<file path="config.mk">
export PLATFORM = sky130hd
export DESIGN_NAME = table_distance_approximator
export DESIGN_NICKNAME = d
export VERILOG_FILES = /design/src/design/tda_pkg.sv /design/src/design/tda_norm.sv /design/src/design/table_distance_approximator.sv
export SDC_FILE = /design/constraint.sdc
export NUM_CORES = 1
export LEC_CHECK = 0
export BUFFER_PORTS_ARGS = -buffer_cell sky130_fd_sc_hd__buf_2
export CORE_MARGIN = 2
export CORE_UTILIZATION = 40
export DETAILED_ROUTE_END_ITERATION = 8
export GPL_TIMING_DRIVEN = 0
export SYNTH_ARGS = -nofsm -noshare
export SYNTH_HDL_FRONTEND = slang
export SYNTH_HIERARCHICAL = 1
export SYNTH_SLANG_ARGS = --single-unit
</file>
<file path="constraint.sdc">
create_clock -name clk -period 8.05 [get_ports clk]
set_input_delay 0 -clock clk [delete_from_list [all_inputs] [get_ports clk]]
set_output_delay 0 -clock clk [all_outputs]
set_load 0.01 [all_outputs]
</file>
<file path="src/design/tda_pkg.sv">
// Shared types and constants for the table distance approximator.
// No dependencies.
package tda_pkg;

    localparam int DIST_BITS = 17;

    typedef logic [DIST_BITS-1:0] dist_t;

endpackage : tda_pkg

</file>
<file path="src/design/tda_norm.sv">
// Normalization: finds the smallest right shift that brings both magnitudes
// below the table size and yields the shifted table indices. Uses tda_pkg.
module tda_norm
    import tda_pkg::*;
#(
    parameter int TABLE_BITS = 4,
    parameter int INPUT_BITS = 16,
    parameter int SHIFT_BITS = 5
)
(
    input  logic [INPUT_BITS-1:0] mag_x,
    input  logic [INPUT_BITS-1:0] mag_y,
    output logic [TABLE_BITS-1:0] idx_x,
    output logic [TABLE_BITS-1:0] idx_y,
    output logic [SHIFT_BITS-1:0] shift
);

    logic [INPUT_BITS-1:0] mag_or;
    logic [SHIFT_BITS-1:0] bit_len;
    logic [INPUT_BITS-1:0] shifted_x;
    logic [INPUT_BITS-1:0] shifted_y;

    assign mag_or = mag_x | mag_y;

    always_comb
    begin
        bit_len = '0;
        for (int i = 0; i < INPUT_BITS; i++)
        begin
            if (mag_or[i])
            begin
                bit_len = SHIFT_BITS'(i + 1);
            end
        end
    end

    always_comb
    begin
        if (bit_len > SHIFT_BITS'(TABLE_BITS))
        begin
            shift = bit_len - SHIFT_BITS'(TABLE_BITS);
        end
        else
        begin
            shift = '0;
        end
    end

    assign shifted_x = mag_x >> shift;
    assign shifted_y = mag_y >> shift;
    assign idx_x     = shifted_x[TABLE_BITS-1:0];
    assign idx_y     = shifted_y[TABLE_BITS-1:0];

endmodule : tda_norm

</file>
<file path="src/design/table_distance_approximator.sv">
// Top level of the table distance approximator: magnitude stage,
// normalization stage (tda_norm) and table lookup into the output register.
// Depends on tda_pkg and tda_norm.
//
//  channel  signals                          direction  width
//  input    in_valid, in_ready, delta_x/y    in         INPUT_BITS each, signed
//  output   out_valid, out_ready, distance   out        17, unsigned
//
// One item is taken every cycle except while the output is stalled.
// The three pipeline stages advance together; a stalled result holds all of them.
// in_ready drops only while the output register is full and out_ready is low.
// Reset clears the stage valid bits; the table is constant logic.
module table_distance_approximator
    import tda_pkg::*;
#(
    parameter int TABLE_BITS = 4,
    parameter int INPUT_BITS = 16
)
(
    input  logic                         clk,
    input  logic                         rst_n,
    input  logic                         in_valid,
    output logic                         in_ready,
    input  logic signed [INPUT_BITS-1:0] delta_x,
    input  logic signed [INPUT_BITS-1:0] delta_y,
    output logic                         out_valid,
    input  logic                         out_ready,
    output dist_t                        distance
);

    localparam int SHIFT_BITS = $clog2(INPUT_BITS + 1);
    localparam int ENTRY_BITS = TABLE_BITS + 1;
    localparam int ROM_DEPTH  = 2 ** (2 * TABLE_BITS);
    localparam int SPAN_BITS  = ENTRY_BITS + INPUT_BITS;
    localparam int WIDE_BITS  = (SPAN_BITS > DIST_BITS) ? SPAN_BITS : DIST_BITS;
    localparam int MAX_SHIFT  = INPUT_BITS - TABLE_BITS;

    typedef logic [ENTRY_BITS-1:0] rom_t [ROM_DEPTH];

    function automatic rom_t build_rom();
        rom_t rom;
        int   n;
        int   root;
        for (int y = 0; y < 2 ** TABLE_BITS; y++)
        begin
            for (int x = 0; x < 2 ** TABLE_BITS; x++)
            begin
                n    = x * x + y * y;
                root = 0;
                for (int b = 8; b >= 0; b--)
                begin
                    if ((root + (1 << b)) * (root + (1 << b)) <= n)
                    begin
                        root = root + (1 << b);
                    end
                end
                rom[y * (2 ** TABLE_BITS) + x] = ENTRY_BITS'(root);
            end
        end
        return rom;
    endfunction

    localparam rom_t DIST_ROM = build_rom();

    logic                  advance;
    logic                  mag_valid_reg;
    logic [INPUT_BITS-1:0] mag_x_reg;
    logic [INPUT_BITS-1:0] mag_y_reg;
    logic [INPUT_BITS-1:0] mag_x_next;
    logic [INPUT_BITS-1:0] mag_y_next;
    logic                  idx_valid_reg;
    logic [TABLE_BITS-1:0] idx_x_reg;
    logic [TABLE_BITS-1:0] idx_y_reg;
    logic [SHIFT_BITS-1:0] shift_reg;
    logic [TABLE_BITS-1:0] idx_x_next;
    logic [TABLE_BITS-1:0] idx_y_next;
    logic [SHIFT_BITS-1:0] shift_next;
    logic                  out_valid_reg;
    dist_t                 distance_reg;
    dist_t                 distance_next;
    logic [ENTRY_BITS-1:0] entry;
    logic [WIDE_BITS-1:0]  wide_dist;

    assign advance   = !out_valid_reg || out_ready;
    assign in_ready  = advance;
    assign out_valid = out_valid_reg;
    assign distance  = distance_reg;

    assign mag_x_next = delta_x[INPUT_BITS-1] ? (~delta_x + 1'b1) : delta_x;
    assign mag_y_next = delta_y[INPUT_BITS-1] ? (~delta_y + 1'b1) : delta_y;

    tda_norm #(
        .TABLE_BITS (TABLE_BITS),
        .INPUT_BITS (INPUT_BITS),
        .SHIFT_BITS (SHIFT_BITS)
    ) u_norm (
        .mag_x (mag_x_reg),
        .mag_y (mag_y_reg),
        .idx_x (idx_x_next),
        .idx_y (idx_y_next),
        .shift (shift_next)
    );

    assign entry         = DIST_ROM[{idx_y_reg, idx_x_reg}];
    assign wide_dist     = WIDE_BITS'(entry) << shift_reg;
    assign distance_next = wide_dist[DIST_BITS-1:0];

    always_ff @(posedge clk or negedge rst_n)
    begin
        if (!rst_n)
        begin
            mag_valid_reg <= 1'b0;
            idx_valid_reg <= 1'b0;
            out_valid_reg <= 1'b0;
        end
        else if (advance)
        begin
            mag_valid_reg <= in_valid;
            idx_valid_reg <= mag_valid_reg;
            out_valid_reg <= idx_valid_reg;
        end
    end

    always_ff @(posedge clk)
    begin
        if (advance)
        begin
            mag_x_reg    <= mag_x_next;
            mag_y_reg    <= mag_y_next;
            idx_x_reg    <= idx_x_next;
            idx_y_reg    <= idx_y_next;
            shift_reg    <= shift_next;
            distance_reg <= distance_next;
        end
    end

    assert property (@(posedge clk) disable iff (!rst_n)
        in_valid && in_ready |=> mag_valid_reg)
        else $error("accepted item missing from magnitude stage");

    assert property (@(posedge clk) disable iff (!rst_n)
        mag_valid_reg && advance |=> idx_valid_reg)
        else $error("magnitude stage item lost");

    assert property (@(posedge clk) disable iff (!rst_n)
        idx_valid_reg && !advance |=> idx_valid_reg && $stable(idx_x_reg)
            && $stable(idx_y_reg) && $stable(shift_reg))
        else $error("stalled index stage changed");

    assert property (@(posedge clk) disable iff (!rst_n)
        idx_valid_reg |-> shift_reg <= SHIFT_BITS'(MAX_SHIFT))
        else $error("normalization shift out of range");

endmodule : table_distance_approximator

</file>
==> impl_metrics.yaml <==
outcome:
  outcome: "finished, final reports clean"
layout:
  diodes: 0
  drive_gt1_share_pct: 18.8
  area_growth_pct: 18.8
  postLayoutCoreUtil_pct: 48.5
  seq_area_um2: 1940
  n_fill_cell: 1294
  final_cell_mix: "buf_2, nand2_1, edfxtp_1, a21oi_1, o21ai_0"
  fin_nets: 738
  layout_commonest_cell: "buf_2"
  finalInstanceArea_um2: 6710
  largest_register_ffs: 17
  multi_input_area_um2: 3400
detailed_routing:
  drt_iter0_markers: 537
  vias: 5338
  routedWlPerCell_um: 18.4
  wl_mm: 16.1
  drcViolationCount: 0
  drt_pass1_iterations: 6
  routed_via_density: 6.12
  antenna_left: 0
placed_design:
  dpl-instance-area_um2: 6150
  dp_hpwl_mm: 11.5
  port_buffers: 54
  gp_congestion: 0.973
synthesis:
  synth_nets: 646
  synth_edf_count: 62
  ys.flop_type: "edfxtp_1"
  synth_area_um2: 5650
  syn_area_per_cell_um2: 9.49
  synth-seq-area-share_pct: 34.3
  yosysTopAreaCell: "edfxtp_1"
  ys_ff_latch: 65
  syn_inst: 595
  async_reset_ff_share_pct: 4.62
  synth.distinct_cells: 90
  synth_top_cell_area_share_pct: 33.0
  synth_area_leaders: "edfxtp_1, nand2_1, xnor2_1"
  ys_warn_count: 6
global_routing:
  grt_pass1_wl_mm: 26.1
  grtUsageTotal_pct: 22.1
  antenna_found_initial: 0
  use_met3_pct: 3.49
  top_usage_layer: "met2"
  grt_max_degree: 67
  grt_util_met2_pct: 37.0
  overflow: 0
  first_global_vias: 5227
  met1_usage_pct: 27.7
critical_path:
  end_kind: "flip-flop"
  cpPeakStageDelay_ns: 0.52
  worstSetupStartpointType: "flip-flop"
  critPathTopFamily: "simple AND/OR/NAND/NOR gates"
  critPathBufInv: 3
  path_cells: "buf_2 > inv_1 > ha_1 > clkbuf_1 > nand2_1 > and3_1 > o311a_1 > nor4_2 > nand3_1 > a221oi_1 > a2111oi_1"
  critPathKind: "flip-flop to flip-flop"
  arrival_ns: 3.94
  cpMaxStageDelayCell: "nor4_2"
  path_max_fanout: 10
  crit_required_ns: 8.10
cts:
  clk_latency_ns: 0.34
  numCtsBuffers: 9
  clkSlewWorstSetupHoldPaths_ns: 0.06
  cts_tree: "done"
  clock-sinks: 65
  clockBufferDepth: 2
  postCtsHoldBufs: 27
  clk_root_buffer_cell: "clkbuf_16"
  post_cts_resized: 0
  post_cts_buffers: 0
  h-tree-depth: 3
floorplan:
  die-width_um: 123
  start_util_pct: 40.9
  die_h_um: 123
  dieArea_um2: 15100
  io_pins: 55
  core_area_um2: 13800
  row_count: 43
sta:
  max_slew_margin_pct: 43.0
  clock_skew_ns: 0.00694
  hold_violations: 0
  slew_viol_final: 0
  rsz0062_at_grt: "false"
  tightest_slew_ns: 0.856
  fin_crit_sh_pct: 48.3
  fmax_mhz: 257
  period_needed_ns: 3.89
  hold_slack_ns: 0.0134
  tns_ns: 0
  setup_viol: 0
worst_hold_path:
  hp-class: "input pin to flip-flop"
pwr:
  p_leak_nw: 2.52
  vdd_drop_max_v: 0.000140
  power_density_nw_per_um2: 348
  p_total_w: 0.00233
flow_run:
  maxCapViolCount: 0
## power breakdown
part	internal, W	total, W	switching (W)
sequential	0.000493	0.000578	0.0000851
clock	0.000237	0.000379	0.000142
combinational	0.000530	0.00138	0.000845
total	0.00126	0.00233	0.00107
## layout make-up
cell class / count / share of cell area, %
clock inverters: 6 / 0.876
flip-flops and latches: 65 / 28.9
plain buffers: 41 / 3.43
clock buffers: 10 / 3.41
well taps: 180 / 3.36
inverters: 22 / 1.31
multi-input cells: 467 / 50.7
repair buffers: 81 / 8.06
## synthesized netlist by cell type, types with 5 or more instances
cell	n
a211oi_1	6
a21oi_1	30
a221o_1	7
a221oi_1	9
a221oi_2	5
a311o_1	5
a311oi_1	6
a31oi_1	8
a32o_1	5
and2_1	5
buf_2	16
buf_4	6
clkbuf_1	15
edfxtp_1	62
ha_1	15
inv_1	17
mux2_2	5
mux2i_1	7
mux4_1	8
nand2_1	66
nand2b_1	17
nand3_1	15
nor2_1	27
nor2b_1	10
nor3_1	14
nor3b_1	5
nor4_1	9
o211ai_1	8
o21ai_0	29
o2bb2ai_1	7
o31ai_1	9
o41ai_1	5
or3_1	7
xnor2_1	26
## worst paths after layout
kind                                      startpoint                         to  slack (ns)  depth (start not counted)
setup / recovery              idx_x_reg[1]$_DFFE_PP_  distance[4]$_SDFFCE_PP0P_        4.16                         11
hold / removal                            delta_y[7]     mag_y_reg[7]$_DFFE_PP_        0.01                          2
setup reg to reg              idx_x_reg[1]$_DFFE_PP_  distance[4]$_SDFFCE_PP0P_        4.16                         11
hold reg to reg            idx_valid_reg$_DFFE_PN0P_      out_valid$_DFFE_PN0P_        0.48                          1
max in group asynchronous                      rst_n  mag_valid_reg$_DFFE_PN0P_        7.36                          3
min in group asynchronous                      rst_n  idx_valid_reg$_DFFE_PN0P_        0.54                          3
## per-stage QoR
| stage | std cells | setup slack [ns] |
|---|---|---|
| after floorplan | 595 | 5.01 |
| after CTS | 872 | 4.26 |
| after detailed placement | 829 | 4.26 |
| after global placement | 829 | 4.24 |
| after global routing | 872 | 3.92 |
| final | 872 | 4.16 |
## logic make-up (layout without fill, tap and decap cells)
logic type / count (synthesis) / in the layout / share of synthesized area [%]
AOI/OAI and AO/OA: 187 / 187 / 25.2
xor gates and xnor gates: 27 / 27 / 4.19
adders and majority gates: 15 / 15 / 3.32
buffers and inverters: 63 / 160 / 5.63
DFF: 65 / 65 / 34.3
muxes: 24 / 24 / 7.02
other: 1 / 1 / 0.0664
and+or+nand+nor: 213 / 213 / 20.3
## metal layers
metal,routed length [µm],vias up,share of wire [%]
li1,-,2526,-
met1,6950,2552,43
met2,7810,220,49
met3,809,40,5.0
met4,491,0,3.1
met5,0,-,0
## worst reg2reg max path, stage by stage, from the launching register on
cell	delay, ns
edfxtp_1	0.51
buf_2	0.28
inv_1	0.20
ha_1	0.34
clkbuf_1	0.37
nand2_1	0.13
and3_1	0.19
o311a_1	0.34
nor4_2	0.52
nand3_1	0.21
a221oi_1	0.39
a2111oi_1	0.12
Power figures use the tool's default switching activity.
